File: src/vsrt_pkg.sv
// Shared types, constants and saturation helper for the vertex transform block.
`timescale 1ns / 1ps

package vsrt_pkg;

  localparam int unsigned CoordW   = 32;
  localparam int unsigned CoefW    = 16;
  localparam int unsigned ProdW    = CoordW + CoefW;
  localparam int unsigned SatW     = 40;
  localparam int unsigned CfgIdxW  = 3;
  localparam int unsigned CfgDataW = 48;
  localparam int unsigned PipeDepth = 9;
  localparam int unsigned OccW     = 4;

  localparam logic [CfgDataW-1:0] ScaleReset = 48'h1000_1000_1000;
  localparam logic [31:0]         RotReset   = 32'h4000_0000;

  localparam logic signed [SatW-1:0] SatMax = 40'sh00_7FFF_FFFF;
  localparam logic signed [SatW-1:0] SatMin = 40'shFF_8000_0000;

  typedef enum logic [CfgIdxW-1:0] {
    RegScale  = 3'd0,
    RegRotX   = 3'd1,
    RegRotY   = 3'd2,
    RegRotZ   = 3'd3,
    RegTransX = 3'd4,
    RegTransY = 3'd5,
    RegTransZ = 3'd6
  } cfg_reg_e;

  typedef struct packed {
    logic signed [CoordW-1:0] x;
    logic signed [CoordW-1:0] y;
    logic signed [CoordW-1:0] z;
    logic                     clip;
  } vec_t;

  typedef struct packed {
    logic signed [CoordW-1:0] val;
    logic                     clip;
  } sat_res_t;

  // Clamp a wide signed value to the 32-bit coordinate range.
  function automatic sat_res_t sat32(input logic signed [SatW-1:0] v);
    sat_res_t r;
    if (v > SatMax) begin
      r.val  = SatMax[CoordW-1:0];
      r.clip = 1'b1;
    end else if (v < SatMin) begin
      r.val  = SatMin[CoordW-1:0];
      r.clip = 1'b1;
    end else begin
      r.val  = v[CoordW-1:0];
      r.clip = 1'b0;
    end
    return r;
  endfunction

endpackage

File: src/vsrt_scale.sv
// Per-axis Q4.12 scaling: multiply stage, then round and saturate stage.
`timescale 1ns / 1ps

module vsrt_scale import vsrt_pkg::*; (
  input  logic                clk_i,
  input  logic                rst_ni,
  input  logic                in_valid_i,
  output logic                in_ready_o,
  input  vec_t                in_data_i,
  input  logic [CfgDataW-1:0] scale_i,
  output logic                out_valid_o,
  input  logic                out_ready_i,
  output vec_t                out_data_o
);

  logic a_vld_q, b_vld_q;
  logic a_rdy, b_rdy;
  logic signed [ProdW-1:0] px_q, py_q, pz_q;
  logic clip_a_q;
  vec_t b_d, b_q;
  sat_res_t sx, sy, sz;
  logic signed [ProdW:0] rx, ry, rz;

  assign b_rdy      = !b_vld_q || out_ready_i;
  assign a_rdy      = !a_vld_q || b_rdy;
  assign in_ready_o = a_rdy;

  always_ff @(posedge clk_i or negedge rst_ni) begin
    if (!rst_ni) begin
      a_vld_q <= 1'b0;
      b_vld_q <= 1'b0;
    end else begin
      if (a_rdy) a_vld_q <= in_valid_i;
      if (b_rdy) b_vld_q <= a_vld_q;
    end
  end

  always_ff @(posedge clk_i) begin
    if (a_rdy && in_valid_i) begin
      px_q     <= in_data_i.x * $signed(scale_i[47:32]);
      py_q     <= in_data_i.y * $signed(scale_i[31:16]);
      pz_q     <= in_data_i.z * $signed(scale_i[15:0]);
      clip_a_q <= in_data_i.clip;
    end
    if (b_rdy && a_vld_q) begin
      b_q <= b_d;
    end
  end

  // Add half an LSB of Q16.16, then floor by 12 bits.
  always_comb begin
    rx = $signed({px_q[ProdW-1], px_q} + (ProdW+1)'(2048)) >>> 12;
    ry = $signed({py_q[ProdW-1], py_q} + (ProdW+1)'(2048)) >>> 12;
    rz = $signed({pz_q[ProdW-1], pz_q} + (ProdW+1)'(2048)) >>> 12;
    sx = sat32(rx[SatW-1:0]);
    sy = sat32(ry[SatW-1:0]);
    sz = sat32(rz[SatW-1:0]);
    b_d.x    = sx.val;
    b_d.y    = sy.val;
    b_d.z    = sz.val;
    b_d.clip = clip_a_q | sx.clip | sy.clip | sz.clip;
  end

  assign out_valid_o = b_vld_q;
  assign out_data_o  = b_q;

endmodule

File: config.mk
export PLATFORM = sky130hd
export DESIGN_NAME = vsrt_scale
export DESIGN_NICKNAME = d
export VERILOG_FILES = /design/src/vsrt_pkg.sv /design/src/vsrt_scale.sv
export SDC_FILE = /design/constraint.sdc
export NUM_CORES = 2
export LEC_CHECK = 0
export BUFFER_PORTS_ARGS = -buffer_cell sky130_fd_sc_hd__buf_2
export CAP_MARGIN = 25
export CORE_MARGIN = 4
export CORE_UTILIZATION = 55
export DETAILED_ROUTE_END_ITERATION = 8
export GPL_TIMING_DRIVEN = 0
export PLACE_DENSITY_LB_ADDON = 0.05
export SETUP_SLACK_MARGIN = 0.02
export SYNTH_ARGS = -nofsm -noshare
export SYNTH_HDL_FRONTEND = slang
export SYNTH_SLANG_ARGS = --single-unit
File: constraint.sdc
create_clock -name clk_i -period 7.85 [get_ports clk_i]
set_clock_uncertainty 0.15 [all_clocks]
set_input_delay 0.3925 -clock clk_i [delete_from_list [all_inputs] [get_ports clk_i]]
set_output_delay 0.3925 -clock clk_i [all_outputs]
set_load 0.03 [all_outputs]
==> flow_metrics.py <==
metrics = {
    "outcome": {
        "outcome": "completed",
    },
    "yosys": {
        "synth_edf_count": 209,
        "yosysWarnings": 0,
        "synth_cell_types": 74,
        "syn_avg_cell_area_sq_um": 9.328,
        "ys_seq_area_share_pct": 10.37,
        "synth-async-reset-ratio_pct": 0.9479,
        "syn-num-nets": 8482,
        "syn_inst": 6542,
        "synth_area_sq_mm": 0.06103,
        "synth-main-ff-cell": "edfxtp_1",
        "yosys_register_bits": 211,
    },
    "place": {
        "gp_congestion": 0.9565,
        "hpwl_mm": 152.9,
        "port-buffer-count": 247,
        "place_ws_ns": -1.092,
        "dpl.cell_count": 8267,
    },
    "worst_setup_path": {
        "cp-end-kind": "flip-flop",
        "worstPathCellList": "buf_2 -> clkbuf_1 -> nand2_1 -> fa_1 -> fa_1 -> fa_1 -> fa_1 -> inv_1 -> fa_1 -> fa_1 -> ha_1 -> a21oi_1 -> nor2b_1 -> a31oi_1 -> a31oi_1 -> a21oi_1 -> o21ai_1 -> a31o_2 -> o21bai_1 -> o21ai_0 -> xor2_1",
        "crit_slowest_cell": "clkbuf_1",
        "worstPathRequired_ns": 8.02,
        "startpoint_type": "input pin",
        "max_stage_delay_ns": 0.61,
        "path_max_fanout": 10,
        "cp.arrival_ns": 7.81,
        "crit_top_cell": "fa_1",
        "critPathKind": "input pin to flip-flop",
    },
    "global_route": {
        "grt_pass1_vias": 47650,
        "antenna_found_initial": 9,
        "grt_max_degree": 66,
        "grt_pass1_wl_mm": 279.1,
        "grt.total_usage_pct": 31.62,
        "grt-ovfl-total": 0,
    },
    "clocking": {
        "cts_tree": "done",
        "cts.sink_count": 211,
        "clk_latency_ns": 0.54,
        "clock_path_buffers": 3,
        "cts-root-buf": "clkbuf_16",
        "htreeDepth": 1,
        "cts-buffers-inserted": 25,
        "path_clk_slew_ns": 0.06,
    },
    "timing": {
        "post-route-min-period_ns": 7.639,
        "hold_viol": 0,
        "fmaxAchievable_mhz": 130.9,
        "fin_crit_sh_pct": 97.32,
        "slew_headroom_pct": 30.19,
        "setup_viol": 0,
        "layout_setup_ws_ns": 0.2106,
        "drv_slew": 0,
        "tightest_slew_ns": 1.047,
        "rsz0062_at_grt": "false",
    },
    "die": {
        "ioPinCount": 248,
        "start_util_pct": 55.75,
        "core_area_sq_mm": 0.1095,
        "rows": 121,
        "die_y_um": 341.1,
        "die_width_um": 341.1,
        "fp.dieArea_sq_mm": 0.1163,
    },
    "route": {
        "highest_layer": "met5",
        "drc": 0,
        "avgViaCountPerCell": 5.368,
        "vias": 44650,
        "met3WireLength_mm": 14.44,
        "ant_nets": 0,
        "wl_met2_mm": 83.39,
        "drtPass1Iterations": 6,
        "drt_iter0_markers": 3301,
        "wire_per_inst_um": 21.44,
        "wirelength_mm": 178.3,
        "met1_length_mm": 73.32,
    },
    "final_layout": {
        "syn2layout_area_growth_pct": 6.751,
        "nFillCells": 10100,
        "drive_gt1_share_pct": 4.811,
        "num-nets-final": 8763,
        "final_cell_count_no_fill": 8318,
        "fin_util_pct": 59.52,
    },
    "hold_path": {
        "hold_path.class": "input pin to flip-flop",
    },
    "job": {
        "drv_cap": 0,
    },
}
routing by layer:
metal	GRT usage [%]	vias to the layer above
li1	-	19710
met1	43.24	22950
met2	51.76	1674
met3	5.550	314
met4	10.22	2
met5	0	-
path summary, 6_finish.rpt:
path	start	to	slack [ns]	cells past startpoint
setup / recovery	in_data_i[9]	pz_q[43]	0.21	21
hold / removal	out_ready_i	out_valid_o	0.04	3
setup reg to reg	px_q[12]	out_data_o[90]	3.39	10
hold reg to reg	a_vld_q	out_valid_o	0.37	1
max in group asynchronous	rst_ni	a_vld_q	6.85	3
min in group asynchronous	rst_ni	out_valid_o	0.57	3
cell families after synthesis:
family	count (synthesis)	share of synthesized area, %
fa+ha+maj	1792	54.64
buf+inv	1930	11.91
flops	211	10.37
simple gates	1967	15.59
mux	1	0.01640
compound gates	422	4.338
xor+xnor	219	3.143
Yosys cell counts, drive strengths merged, types with 3 or more instances:
| cell type | n | area share (%) |
|---|---|---|
| a2111oi | 3 | 0.043 |
| a31oi | 11 | 0.12 |
| a31o | 4 | 0.057 |
| or2 | 3 | 0.031 |
| a21boi | 3 | 0.037 |
| a21o | 66 | 0.81 |
| xnor2 | 124 | 1.8 |
| nor3 | 20 | 0.16 |
| a41oi | 3 | 0.055 |
| or3 | 6 | 0.062 |
| fa | 1455 | 48 |
| a211oi | 10 | 0.12 |
| nand2b | 28 | 0.29 |
| nor2b | 15 | 0.15 |
| o31ai | 3 | 0.037 |
| a221oi | 5 | 0.072 |
| a21oi | 93 | 0.77 |
| nor4 | 7 | 0.11 |
| nand2 | 929 | 5.7 |
| o21bai | 17 | 0.21 |
| nand4 | 51 | 0.52 |
| o311ai | 3 | 0.072 |
| and4 | 8 | 0.11 |
| a211o | 4 | 0.057 |
| nor2 | 174 | 1.1 |
| and3b | 3 | 0.043 |
| and3 | 27 | 0.28 |
| o21a | 21 | 0.26 |
| ha | 336 | 6.9 |
| o211ai | 4 | 0.049 |
| nand3 | 64 | 0.54 |
| clkbuf | 266 | 1.6 |
| o21ai | 150 | 1.2 |
| and2 | 624 | 6.4 |
| edfxtp | 209 | 10 |
| xor2 | 95 | 1.4 |
| buf | 7 | 0.080 |
| inv | 1656 | 10 |
cells in the final DEF, fill, tap and decap left out, types with 66 or more instances in the layout:
cell type and n:
o21ai_0 114, nand2_1 929, a21oi_1 92, fa_1 1455
xnor2_1 123, a21o_1 66, inv_1 1654, clkbuf_1 260
ha_1 336, buf_2 247, edfxtp_1 209, nor2_1 173
and2_1 622, xor2_1 94
what timing repair did:
item	CTS	global route
hold buffers	4	0
setup buffers	0	0
hold endpoints to repair	4	0
pin swaps	0	1
endpoints found under the setup margin	4	14
gates resized for setup	4	26
worst max-delay path, delay by kind of cell:
family | cells | cell delay (ns)
adders and majority gates | 7 | 3.33
AOI/OAI and AO/OA | 8 | 2.62
buffers and inverters | 3 | 0.88
xor gates and xnor gates | 1 | 0.32
and+or+nand+nor | 2 | 0.25
flip-flops by register name, summed over array words and instances, names as in the netlist:
name / flops
py_q: 37
out_valid_o: 1
px_q: 37
a_vld_q: 1
clip_a_q: 1
out_data_o: 97
pz_q: 37
final cells by class:
class                   instances  area (sq um)  area share (%)
multi-input cells            4401         47460           72.86
flip-flops and latches        211          6326           9.711
inverters                    1657          6222           9.551
well taps                    1476          1847           2.835
repair buffers                254          1346           2.067
plain buffers                 273          1059           1.625
clock buffers                  29         650.6          0.9987
clock inverters                14         225.2          0.3457
diodes                          3         7.507         0.01152
stage by stage:
step	hold WS (ns)	area [sq um]	TNS, ns
detailed placement	0.02999	64170	-8.717
global placement	0.02953	64110	-8.100
floorplan	-0.05309	61030	0
CTS	0.007911	65110	0
finish	0.03623	65150	0
global route	0.06055	65140	0
Power is not shown: default switching activity piles up to over one toggle a cycle in this logic, so the estimate is an artifact.
