### config.mk
export PLATFORM = sky130hd
export DESIGN_NAME = vsrt_translate
export DESIGN_NICKNAME = d
export VERILOG_FILES = /design/src/vsrt_pkg.sv /design/src/vsrt_translate.sv
export SDC_FILE = /design/constraint.sdc
export NUM_CORES = 1
export LEC_CHECK = 0
export BUFFER_PORTS_ARGS = -buffer_cell sky130_fd_sc_hd__buf_2
export CORE_MARGIN = 1
export CORE_UTILIZATION = 53
export CTS_CLUSTER_DIAMETER = 120
export CTS_CLUSTER_SIZE = 8
export DETAILED_ROUTE_END_ITERATION = 6
export MAX_ROUTING_LAYER = met4
export PLACE_DENSITY_LB_ADDON = 0.25
export SETUP_SLACK_MARGIN = 0.02
export SLEW_MARGIN = 20
export SYNTH_ARGS = -nofsm -noshare
export SYNTH_HDL_FRONTEND = slang
export SYNTH_SLANG_ARGS = --single-unit
### constraint.sdc
create_clock -name clk_i -period 4.05 [get_ports clk_i]
set_input_delay 0.6075 -clock clk_i [delete_from_list [all_inputs] [get_ports clk_i]]
set_output_delay 0.6075 -clock clk_i [all_outputs]
set_load 0.1 [all_outputs]
### src/vsrt_pkg.sv
// Shared types, constants and saturation helper for the vertex transform block.
`timescale 1ns / 1ps

package vsrt_pkg;

  localparam int unsigned CoordW   = 32;
  localparam int unsigned CoefW    = 16;
  localparam int unsigned ProdW    = CoordW + CoefW;
  localparam int unsigned SatW     = 40;
  localparam int unsigned CfgIdxW  = 3;
  localparam int unsigned CfgDataW = 48;
  localparam int unsigned PipeDepth = 9;
  localparam int unsigned OccW     = 4;

  localparam logic [CfgDataW-1:0] ScaleReset = 48'h1000_1000_1000;
  localparam logic [31:0]         RotReset   = 32'h4000_0000;

  localparam logic signed [SatW-1:0] SatMax = 40'sh00_7FFF_FFFF;
  localparam logic signed [SatW-1:0] SatMin = 40'shFF_8000_0000;

  typedef enum logic [CfgIdxW-1:0] {
    RegScale  = 3'd0,
    RegRotX   = 3'd1,
    RegRotY   = 3'd2,
    RegRotZ   = 3'd3,
    RegTransX = 3'd4,
    RegTransY = 3'd5,
    RegTransZ = 3'd6
  } cfg_reg_e;

  typedef struct packed {
    logic signed [CoordW-1:0] x;
    logic signed [CoordW-1:0] y;
    logic signed [CoordW-1:0] z;
    logic                     clip;
  } vec_t;

  typedef struct packed {
    logic signed [CoordW-1:0] val;
    logic                     clip;
  } sat_res_t;

  // Clamp a wide signed value to the 32-bit coordinate range.
  function automatic sat_res_t sat32(input logic signed [SatW-1:0] v);
    sat_res_t r;
    if (v > SatMax) begin
      r.val  = SatMax[CoordW-1:0];
      r.clip = 1'b1;
    end else if (v < SatMin) begin
      r.val  = SatMin[CoordW-1:0];
      r.clip = 1'b1;
    end else begin
      r.val  = v[CoordW-1:0];
      r.clip = 1'b0;
    end
    return r;
  endfunction

endpackage

### src/vsrt_translate.sv
// Per-axis offset add with saturation into the output register.
`timescale 1ns / 1ps

module vsrt_translate import vsrt_pkg::*; (
  input  logic                     clk_i,
  input  logic                     rst_ni,
  input  logic                     in_valid_i,
  output logic                     in_ready_o,
  input  vec_t                     in_data_i,
  input  logic signed [CoordW-1:0] tx_i,
  input  logic signed [CoordW-1:0] ty_i,
  input  logic signed [CoordW-1:0] tz_i,
  output logic                     out_valid_o,
  input  logic                     out_ready_i,
  output vec_t                     out_data_o
);

  logic vld_q, rdy;
  vec_t d, q;
  sat_res_t sx, sy, sz;

  assign rdy        = !vld_q || out_ready_i;
  assign in_ready_o = rdy;

  always_ff @(posedge clk_i or negedge rst_ni) begin
    if (!rst_ni) begin
      vld_q <= 1'b0;
    end else if (rdy) begin
      vld_q <= in_valid_i;
    end
  end

  always_ff @(posedge clk_i) begin
    if (rdy && in_valid_i) q <= d;
  end

  always_comb begin
    sx = sat32(SatW'(in_data_i.x) + SatW'(tx_i));
    sy = sat32(SatW'(in_data_i.y) + SatW'(ty_i));
    sz = sat32(SatW'(in_data_i.z) + SatW'(tz_i));
    d.x    = sx.val;
    d.y    = sy.val;
    d.z    = sz.val;
    d.clip = in_data_i.clip | sx.clip | sy.clip | sz.clip;
  end

  assign out_valid_o = vld_q;
  assign out_data_o  = q;

endmodule

==> impl_metrics.py, run 1 <==
metrics = {
    "power_and_ir_drop": {
        "p_comb_frac": 0.521,
        "p_sw_frac": 0.469,
        "powerDensity_mw_per_mm2": 441,
        "power_switching_uw": 2290,
        "seqPwrFrac": 0.284,
        "internal_power_uw": 2590,
        "power_leakage_uw": 0.00508,
        "ir_drop_uv": 319,
        "p_clk_frac": 0.195,
    },
    "die": {
        "start_util": 0.543,
        "die-area_mm2": 0.0175,
        "die_y_um": 132,
        "die_w_um": 132,
        "rows": 47,
        "io_pins": 296,
        "core-area_mm2": 0.0166,
    },
    "timing": {
        "skew_ns": 0.00840,
        "relSlewSlack": 0.481,
        "timing.hold.ws_ns": 0.458,
        "finalSetupTns_ns": 0,
        "finalHoldViolCount": 0,
        "setup_viol": 0,
        "layout_min_cycle_time_ns": 3.60,
        "setup_slack_ns": 0.452,
        "fin_crit_sh": 0.888,
        "rsz0062_at_grt": "no",
        "drv_slew": 0,
        "worst_slew_pin_slew_ns": 0.775,
        "timing.fmax_mhz": 278,
    },
    "logic_synthesis": {
        "synth_xor_area_frac": 0.0807,
        "synth.avg_cell_area_um2": 9.33,
        "synth_ff_type": "edfxtp_1",
        "synthSimpleGateAreaFrac": 0.129,
        "async_flop_share": 0.0102,
        "synthMuxAreaShare": 0.00111,
        "synth_top_area_share": 0.323,
        "synth_fa_ha_area_frac": 0.148,
        "yosysTopAreaCell": "edfxtp_1",
        "yosysSeqAreaShare": 0.326,
        "synth_top_family_by_area": "compound AO/OA/AOI/OAI gates",
        "synthesis.area_mm2": 0.00901,
        "synth_commonest_cells": "a21oi_1, edfxtp_1, ha_1",
        "synth_area_leaders": "edfxtp_1, ha_1, a21oi_1",
        "synth_nets": 1261,
        "syn_inst": 965,
        "ys_ff_latch": 98,
        "synth_most_common_cell": "a21oi_1",
        "synth-edff-count": 97,
        "synth_compound_area_frac": 0.283,
        "ys_types": 78,
        "ys.warnings.count": 0,
    },
    "global_route": {
        "overflow": 0,
        "grt_start_max_net_pins": 52,
        "grt_pass1_wl_mm": 39.3,
        "antenna_found_initial": 5,
        "grt.total_usage": 0.288,
        "grt_pass1_vias": 8171,
    },
    "worst_hold_path": {
        "min_to": "out_valid_o",
        "min_path_type": "primary input to register",
        "worstHoldStart": "in_valid_i",
        "whs_path_depth": 2,
    },
    "route": {
        "vias": 8701,
        "viasPerCell": 5.87,
        "routedWlPerCell_um": 16.6,
        "first_iter_violations": 509,
        "wl_mm": 24.7,
        "antenna_left": 0,
        "dr.pass1.iters": 5,
        "drc": 0,
    },
    "clock_tree": {
        "cts_hold_buf": 0,
        "numClockSinks": 98,
        "clkTransAtPathRegs_ns": 0.07,
        "cts_tree": "done",
        "cts_made_buffers": 9,
        "clk_latency_ns": 0.35,
        "ctsHtreeMaxLevel": 3,
        "cts_resized": 0,
        "cts-root-buf": "clkbuf_16",
        "post_cts_buffers": 0,
        "cts_buffer_depth": 2,
    },
    "critical_path": {
        "path_buf_inv": 2,
        "critPathRequiredTime_ns": 4.25,
        "reg2reg_from": "out_valid_o",
        "cp_common_cell": "a21oi_1",
        "rr_worst_depth": 3,
        "cpPeakStageDelay_ns": 0.46,
        "worst_ep_arrival_time_ns": 3.79,
        "path_class": "primary input to register",
        "worstSetupStartpoint": "tx_i[0]",
        "r2r-end": "out_data_o[92]",
        "cp_max_fo": 25,
        "crit_family": "compound AO/OA/AOI/OAI gates",
        "worstSetupStartpointType": "primary input",
        "worst_path_max_delay_cell": "nor2_2",
        "endpoint_kind": "register",
        "reg2reg_slack_ns": 2.22,
        "worstPathCellList": "buf_2, ha_1, inv_1, fa_1, nand2b_1, a21oi_1, a21o_1, o31a_1, a221o_1, a2111oi_4, nor2_2, nand2_2, a21oi_1",
    },
    "placed_design": {
        "place_congestion": 0.980,
        "numPortBuffers": 295,
        "post-place-ws_ns": 0.119,
        "hpwl_mm": 19.5,
    },
    "layout": {
        "fillers": 1426,
        "final_util": 0.668,
        "synthToLayoutAreaGrowth_pct": 23.0,
        "drive_gt1_frac": 0.277,
        "fin_nets": 1549,
    },
    "run": {
        "drv_cap": 0,
    },
    "status": {
        "status": "completed",
    },
}
==> how the worst max path moves through the flow <==
stage | end | slack (ns) | depth (start not counted)
CTS | out_data_o[88] | 0.46 | 13
detailed placement | out_data_o[87] | 0.12 | 13
global route | out_data_o[87] | 0.15 | 13
finish | out_data_o[87] | 0.45 | 13
global placement | out_data_o[66] | 0.19 | 13
floorplan | out_data_o[17] | 0.48 | 12
==> through the flow <==
step	std cells	area, um^2	power (uW)
after global placement	1461	10700	3900
after floorplan	965	9010	3430
after global routing	1483	11100	5110
final	1483	11100	4880
after detailed placement	1461	10700	3940
after CTS	1477	11100	4880
==> routing by layer <==
metal,track usage,vias to the layer above,share of wire
li1,-,4269,-
met4,0.123,0,0.030
met5,-,-,0
met3,0.0500,46,0.066
met2,0.484,345,0.49
met1,0.339,4041,0.42
==> cells in the final DEF, fill, tap and decap left out, types with 8 or more instances in the layout <==
master     instances
buf_2            295
a21oi_1          118
edfxtp_1          97
ha_1              96
o21ai_0           71
nand2_1           70
a21o_1            61
xnor2_1           54
nor2_1            51
nand3_1           36
inv_1             30
xor2_1            29
nand2b_1          17
o21a_1            17
o211a_1           13
buf_4             12
a211oi_1          11
and3_1            10
clkbuf_16          9
nor2b_1            8
nor3_1             8
o21bai_1           8
==> registers in the layout, summed over array words and instances, names as in the netlist <==
name         flops
out_valid_o      1
out_data_o      97
==> cells by family (layout without fill, tap and decap cells) <==
group,count (synthesis),count (layout)
simple gates,235,235
buf+inv,65,358
compound gates,377,377
xor+xnor,83,83
flops,98,98
other cells,0,5
fa+ha+maj,106,106
mux,1,1
==> power groups by stage <==
stage               clock [uW]  sequential, uW  combinational, uW
floorplan                    0            2390               1040
global placement             0            1410               2490
detailed placement           0            1410               2530
CTS                        958            1390               2540
global route               994            1400               2710
finish                     951            1390               2540
==> final cells by class <==
type	instances	area, um^2	area share
antenna	5	12.5	0.00113
tap	220	275	0.0248
inverter	31	116	0.0105
multi-input combinational	802	5780	0.522
sequential	98	2940	0.265
timing repair buffer	311	1640	0.148
clock buffer	10	229	0.0207
clock inverter	6	90.1	0.00813
Power figures use the tool's default switching activity.
==> inputs of run 2 (changes only) <==
--- a/config.mk
+++ b/config.mk
@@ -7,7 +7,7 @@
 export LEC_CHECK = 0
 export BUFFER_PORTS_ARGS = -buffer_cell sky130_fd_sc_hd__buf_2
 export CORE_MARGIN = 1
-export CORE_UTILIZATION = 53
+export CORE_UTILIZATION = 47
 export CTS_CLUSTER_DIAMETER = 120
 export CTS_CLUSTER_SIZE = 8
 export DETAILED_ROUTE_END_ITERATION = 6
==> constraint.sdc (replaced) <==
create_clock -name clk_i -period 3.2 [get_ports clk_i]
set_input_delay 0.32 -clock clk_i [delete_from_list [all_inputs] [get_ports clk_i]]
set_output_delay 0.32 -clock clk_i [all_outputs]
set_load 0.1 [all_outputs]
==> run 2 against run 1 <==
  * Wire length rose by 3.1%
  * Core utilization fell by 5.0 points
  * Sequential power rose by 26%
  * Combinational power rose by 33%
  * Global-route usage fell by 2.7 points
  * Via count rose by 1.8%
  * Cell area rose by 4.7%
  * Non-clock buffer count rose by 64
  * Final cell count rose by 5.3%
  * Clock-buffer cell count rose by 2
  * Worst setup slack got worse by 0.20 ns
  * Total power rose by 29%
  * Highest routed layer unchanged
==> impl_metrics.py, run 2 (synthesized netlist as in run 1, its figures left out) <==
metrics = {
    "power_and_ir_drop": {
        "p_clk_frac": 0.183,
        "powerDensity_mw_per_mm2": 541,
        "power_leakage_uw": 0.00539,
        "seqPwrFrac": 0.279,
        "power_switching_uw": 2920,
        "internal_power_uw": 3360,
        "ir_drop_uv": 305,
        "p_comb_frac": 0.538,
        "p_sw_frac": 0.465,
    },
    "timing": {
        "setup_slack_ns": 0.253,
        "drv_slew": 0,
        "skew_ns": 0.00689,
        "timing.hold.ws_ns": 0.166,
        "fin_crit_sh": 0.921,
        "setup_viol": 0,
        "rsz0062_at_grt": "no",
        "worst_slew_pin_slew_ns": 0.576,
        "relSlewSlack": 0.616,
        "finalHoldViolCount": 0,
        "timing.fmax_mhz": 339,
        "layout_min_cycle_time_ns": 2.95,
    },
    "layout": {
        "layout.area.seq_mm2": 0.00294,
        "fin_nets": 1613,
        "multi_input_area_mm2": 0.00579,
        "largest_reg_flops": 97,
        "synthToLayoutAreaGrowth_pct": 28.8,
        "fillers": 1663,
        "drive_gt1_frac": 0.313,
        "final_util": 0.618,
        "final_cell_area_mm2": 0.0116,
        "final_common_cell": "buf_2",
        "layout_common_cells": "buf_2, a21oi_1, edfxtp_1, ha_1, buf_4",
    },
    "critical_path": {
        "worstSetupStartpointType": "primary input",
        "path_class": "primary input to register",
        "r2r-end": "out_data_o[54]",
        "worst_path_max_delay_cell": "a2111oi_4",
        "worstPathCellList": "buf_2, ha_1, a211oi_2, o22ai_1, a21o_1, o31a_1, a221o_1, a2111oi_4, nor2_2, buf_4, maj3_1",
        "reg2reg_from": "out_valid_o",
        "crit_family": "compound AO/OA/AOI/OAI gates",
        "cpPeakStageDelay_ns": 0.38,
        "critPathRequiredTime_ns": 3.29,
        "reg2reg_slack_ns": 1.44,
        "rr_worst_depth": 3,
        "path_buf_inv": 2,
        "endpoint_kind": "register",
        "cp_max_fo": 5,
        "worst_ep_arrival_time_ns": 3.04,
    },
    "global_route": {
        "grt_start_max_net_pins": 59,
        "grt_pass1_wl_mm": 39.6,
        "antenna_found_initial": 6,
        "grt_pass1_vias": 8307,
        "overflow": 0,
        "grt.total_usage": 0.261,
    },
    "worst_hold_path": {
        "whs_path_depth": 2,
        "min_path_type": "primary input to register",
        "min_to": "out_valid_o",
        "worstHoldStart": "in_valid_i",
    },
    "route": {
        "viasPerCell": 5.67,
        "routedWlPerCell_um": 16.3,
        "drc": 0,
        "vias": 8857,
        "wl_mm": 25.4,
        "first_iter_violations": 454,
        "antenna_left": 0,
        "dr.pass1.iters": 5,
    },
    "clock_tree": {
        "clk_latency_ns": 0.36,
        "cts_tree": "done",
        "numClockSinks": 98,
        "cts_made_buffers": 9,
        "post_cts_buffers": 0,
        "cts_hold_buf": 1,
        "cts_resized": 0,
        "cts_buffer_depth": 2,
        "ctsHtreeMaxLevel": 3,
        "clkTransAtPathRegs_ns": 0.07,
        "cts-root-buf": "clkbuf_16",
    },
    "die": {
        "start_util": 0.480,
        "rows": 50,
        "die-area_mm2": 0.0197,
        "core-area_mm2": 0.0188,
        "io_pins": 296,
        "die_w_um": 140,
        "die_y_um": 140,
    },
    "placed_design": {
        "hpwl_mm": 20.4,
        "place_area_mm2": 0.0113,
        "numPortBuffers": 295,
        "post-place-ws_ns": -0.123,
        "place_congestion": 0.956,
    },
    "run": {
        "drv_cap": 0,
    },
    "status": {
        "status": "completed",
    },
}
==> run 2: through the flow <==
stage,power (uW),instances,TNS [ns]
6_report,6280,1562,0
4_1_cts,6300,1556,0
5_1_grt,6580,1562,0
3_5_place_dp,5140,1539,-2.10
3_3_place_gp,5100,1539,-0.477
2_1_floorplan,4340,965,0
==> run 2: worst max-delay path by stage <==
| stage | from | to | slack [ns] | cells past startpoint |
|---|---|---|---|---|
| 3_5_place_dp | in_data_i[33] | out_data_o[47] | -0.12 | 14 |
| 2_1_floorplan | in_data_i[1] | out_data_o[10] | 0.02 | 12 |
| 4_1_cts | in_data_i[33] | out_data_o[51] | 0.23 | 14 |
| 3_3_place_gp | in_data_i[33] | out_data_o[45] | -0.04 | 14 |
| 6_report | in_data_i[71] | out_data_o[72] | 0.25 | 11 |
| 5_1_grt | in_data_i[33] | out_data_o[47] | 0.03 | 14 |
==> run 2: power by group through the flow <==
stage               logic (uW)  clock network, uW  registers, uW
floorplan                 1320                  0           3020
global placement          3320                  0           1780
detailed placement        3360                  0           1780
CTS                       3370               1170           1750
global route              3600               1210           1760
finish                    3380               1150           1750
==> run 2: layout make-up <==
type	count	share of cell area
Timing Repair Buffer	375	0.185
Inverter	31	0.0100
Tap cell	234	0.0252
Antenna cell	6	0.00129
Multi-Input combinational cell	802	0.499
Clock buffer	12	0.0221
Sequential cell	98	0.253
Clock inverter	4	0.00442
==> run 2: routing by layer <==
metal	vias up	GRT usage	part of all wire
li1	4393	-	-
met1	4071	0.314	0.44
met2	349	0.432	0.47
met3	44	0.0462	0.062
met4	0	0.109	0.030
met5	-	-	0
==> inputs of run 3 (changes only) <==
--- a/config.mk
+++ b/config.mk
@@ -7,7 +7,7 @@
 export LEC_CHECK = 0
 export BUFFER_PORTS_ARGS = -buffer_cell sky130_fd_sc_hd__buf_2
 export CORE_MARGIN = 1
-export CORE_UTILIZATION = 47
+export CORE_UTILIZATION = 53
 export CTS_CLUSTER_DIAMETER = 120
 export CTS_CLUSTER_SIZE = 8
 export DETAILED_ROUTE_END_ITERATION = 6
==> constraint.sdc (replaced) <==
create_clock -name clk_i -period 3 [get_ports clk_i]
set_input_delay 0.3 -clock clk_i [delete_from_list [all_inputs] [get_ports clk_i]]
set_output_delay 0.3 -clock clk_i [all_outputs]
set_load 0.1 [all_outputs]
==> run 3 against run 2 <==
  * Hold slack got worse by 0.015 ns
  * Die area shrank 11%
  * Non-clock buffer count rose by 51
  * Critical endpoint is now out_data_o[75]
  * Largest cell class unchanged
==> impl_metrics.py, run 3 (synthesized netlist as in run 1, its figures left out) <==
metrics = {
    "global_route": {
        "grt_start_max_net_pins": 38,
        "grt.total_usage": 0.297,
        "antenna_found_initial": 9,
        "grt_pass1_wl_mm": 40.3,
        "overflow": 0,
        "grt_pass1_vias": 8583,
    },
    "timing": {
        "setup_slack_ns": 0.102,
        "timing.fmax_mhz": 345,
        "rsz0062_at_grt": "yes",
        "finalSetupTns_ns": 0,
        "finalHoldViolCount": 0,
        "relSlewSlack": 0.591,
        "layout_min_cycle_time_ns": 2.90,
        "setup_viol": 0,
        "fin_crit_sh": 0.966,
        "timing.hold.ws_ns": 0.151,
        "worst_slew_pin_slew_ns": 0.613,
        "drv_slew": 0,
        "skew_ns": 0.00572,
    },
    "clock_tree": {
        "cts_tree": "done",
        "numClockSinks": 98,
        "cts_buffer_depth": 2,
        "ctsHtreeMaxLevel": 3,
        "clkTransAtPathRegs_ns": 0.07,
        "cts_made_buffers": 9,
        "clk_latency_ns": 0.35,
        "cts-root-buf": "clkbuf_16",
    },
    "layout": {
        "layout_common_cells": "buf_2, buf_4, a21oi_1, edfxtp_1, ha_1",
        "fin_nets": 1665,
        "final_cell_area_mm2": 0.0121,
        "fillers": 1319,
        "layout.area.seq_mm2": 0.00294,
        "largest_reg_flops": 97,
        "final_common_cell": "buf_2",
        "synthToLayoutAreaGrowth_pct": 34.8,
        "drive_gt1_frac": 0.349,
        "instances_no_fill": 1603,
        "multi_input_area_mm2": 0.00589,
    },
    "worst_hold_path": {
        "min_path_type": "primary input to register",
    },
    "route": {
        "antenna_left": 0,
        "wl_mm": 25.9,
        "dr.pass1.iters": 5,
        "vias": 9113,
        "viasPerCell": 5.68,
        "drc": 0,
        "first_iter_violations": 464,
        "routedWlPerCell_um": 16.2,
    },
    "critical_path": {
        "path_buf_inv": 3,
        "cp_max_fo": 5,
        "worst_ep_arrival_time_ns": 2.99,
        "crit_family": "compound AO/OA/AOI/OAI gates",
        "cpPeakStageDelay_ns": 0.44,
        "path_class": "primary input to register",
        "endpoint_kind": "register",
        "critPathRequiredTime_ns": 3.10,
        "worstSetupStartpointType": "primary input",
        "worst_path_max_delay_cell": "a2111oi_4",
        "worstPathCellList": "buf_2, ha_2, inv_2, fa_2, nand2b_1, a21oi_1, a21o_1, o31a_1, a221o_1, a2111oi_4, buf_4, nor2_2, maj3_1",
    },
    "placed_design": {
        "place_congestion": 0.975,
        "numPortBuffers": 295,
        "dp.cells": 1572,
        "hpwl_mm": 20.6,
        "place_area_mm2": 0.0117,
        "post-place-ws_ns": -0.249,
    },
    "status": {
        "status": "completed",
    },
    "power_and_ir_drop": {
        "powerDensity_mw_per_mm2": 562,
        "power_leakage_uw": 0.00567,
        "ir_drop_uv": 446,
    },
    "die": {
        "core-area_mm2": 0.0166,
        "rows": 47,
        "start_util": 0.543,
        "io_pins": 296,
        "die-area_mm2": 0.0175,
        "die_w_um": 132,
        "die_y_um": 132,
    },
    "run": {
        "drv_cap": 0,
    },
}
==> run 3: cell types whose count changed in the layout (fill, tap and decap cells not counted), sizes merged <==
cell    previous run  this run
clkbuf            12        11
nor2              54        55
inv               30        31
buf              374       423
clkinv             3         5
diode              6         9
==> run 3: cell type report <==
cell class | instances | share of cell area
Clock buffer | 9 | 0.0185
Antenna cell | 9 | 0.00185
Timing Repair Buffer | 426 | 0.215
Clock inverter | 7 | 0.00567
Inverter | 31 | 0.00958
Sequential cell | 98 | 0.242
Tap cell | 220 | 0.0227
Multi-Input combinational cell | 803 | 0.485
==> run 3: worst register-to-register path, cell delays in order, from the launching register on <==
cell and delay, ns:
dfrtp_1 0.38, nand2b_1 0.12, and2_4 0.50, buf_4 0.34
==> run 3: worst paths after layout <==
| check | from | end | slack (ns) | depth (start not counted) |
|---|---|---|---|---|
| hold / removal | in_valid_i | out_valid_o | 0.15 | 2 |
| max in group asynchronous | rst_ni | out_valid_o | 2.66 | 2 |
| setup reg to reg | out_valid_o | out_data_o[10] | 1.36 | 3 |
| setup / recovery | in_data_i[65] | out_data_o[75] | 0.10 | 13 |
| hold reg to reg | out_valid_o | out_valid_o | 0.55 | 2 |
| min in group asynchronous | rst_ni | out_valid_o | 0.25 | 2 |
==> run 3: timing repair <==
| item | CTS | global route |
|---|---|---|
| endpoints found under the hold margin | 1 | 0 |
| endpoints found under the setup margin | 0 | 22 |
| hold buffers | 1 | 0 |
| buffers inserted | 0 | 2 |
| gates resized for setup | 0 | 6 |
==> run 3: stage by stage <==
stage,power (uW),util
after global routing,7130,0.732
after floorplan,4660,-
after detailed placement,5590,0.706
after CTS,6770,0.725
after global placement,5540,0.706
final,6820,0.732
==> run 3: report_power, final <==
group	total, uW	leakage [uW]	internal, uW	switching (uW)
registers	1880	0.000925	1810	61.9
logic	3770	0.00460	1200	2570
clock network	1180	0.000143	646	533
==> run 3: routing by layer <==
layer	up-vias	wire length [um]	track usage
met5	-	0	-
met4	0	838	0.138
met3	61	1730	0.0531
met2	371	12500	0.495
met1	4180	10900	0.347
li1	4501	-	-
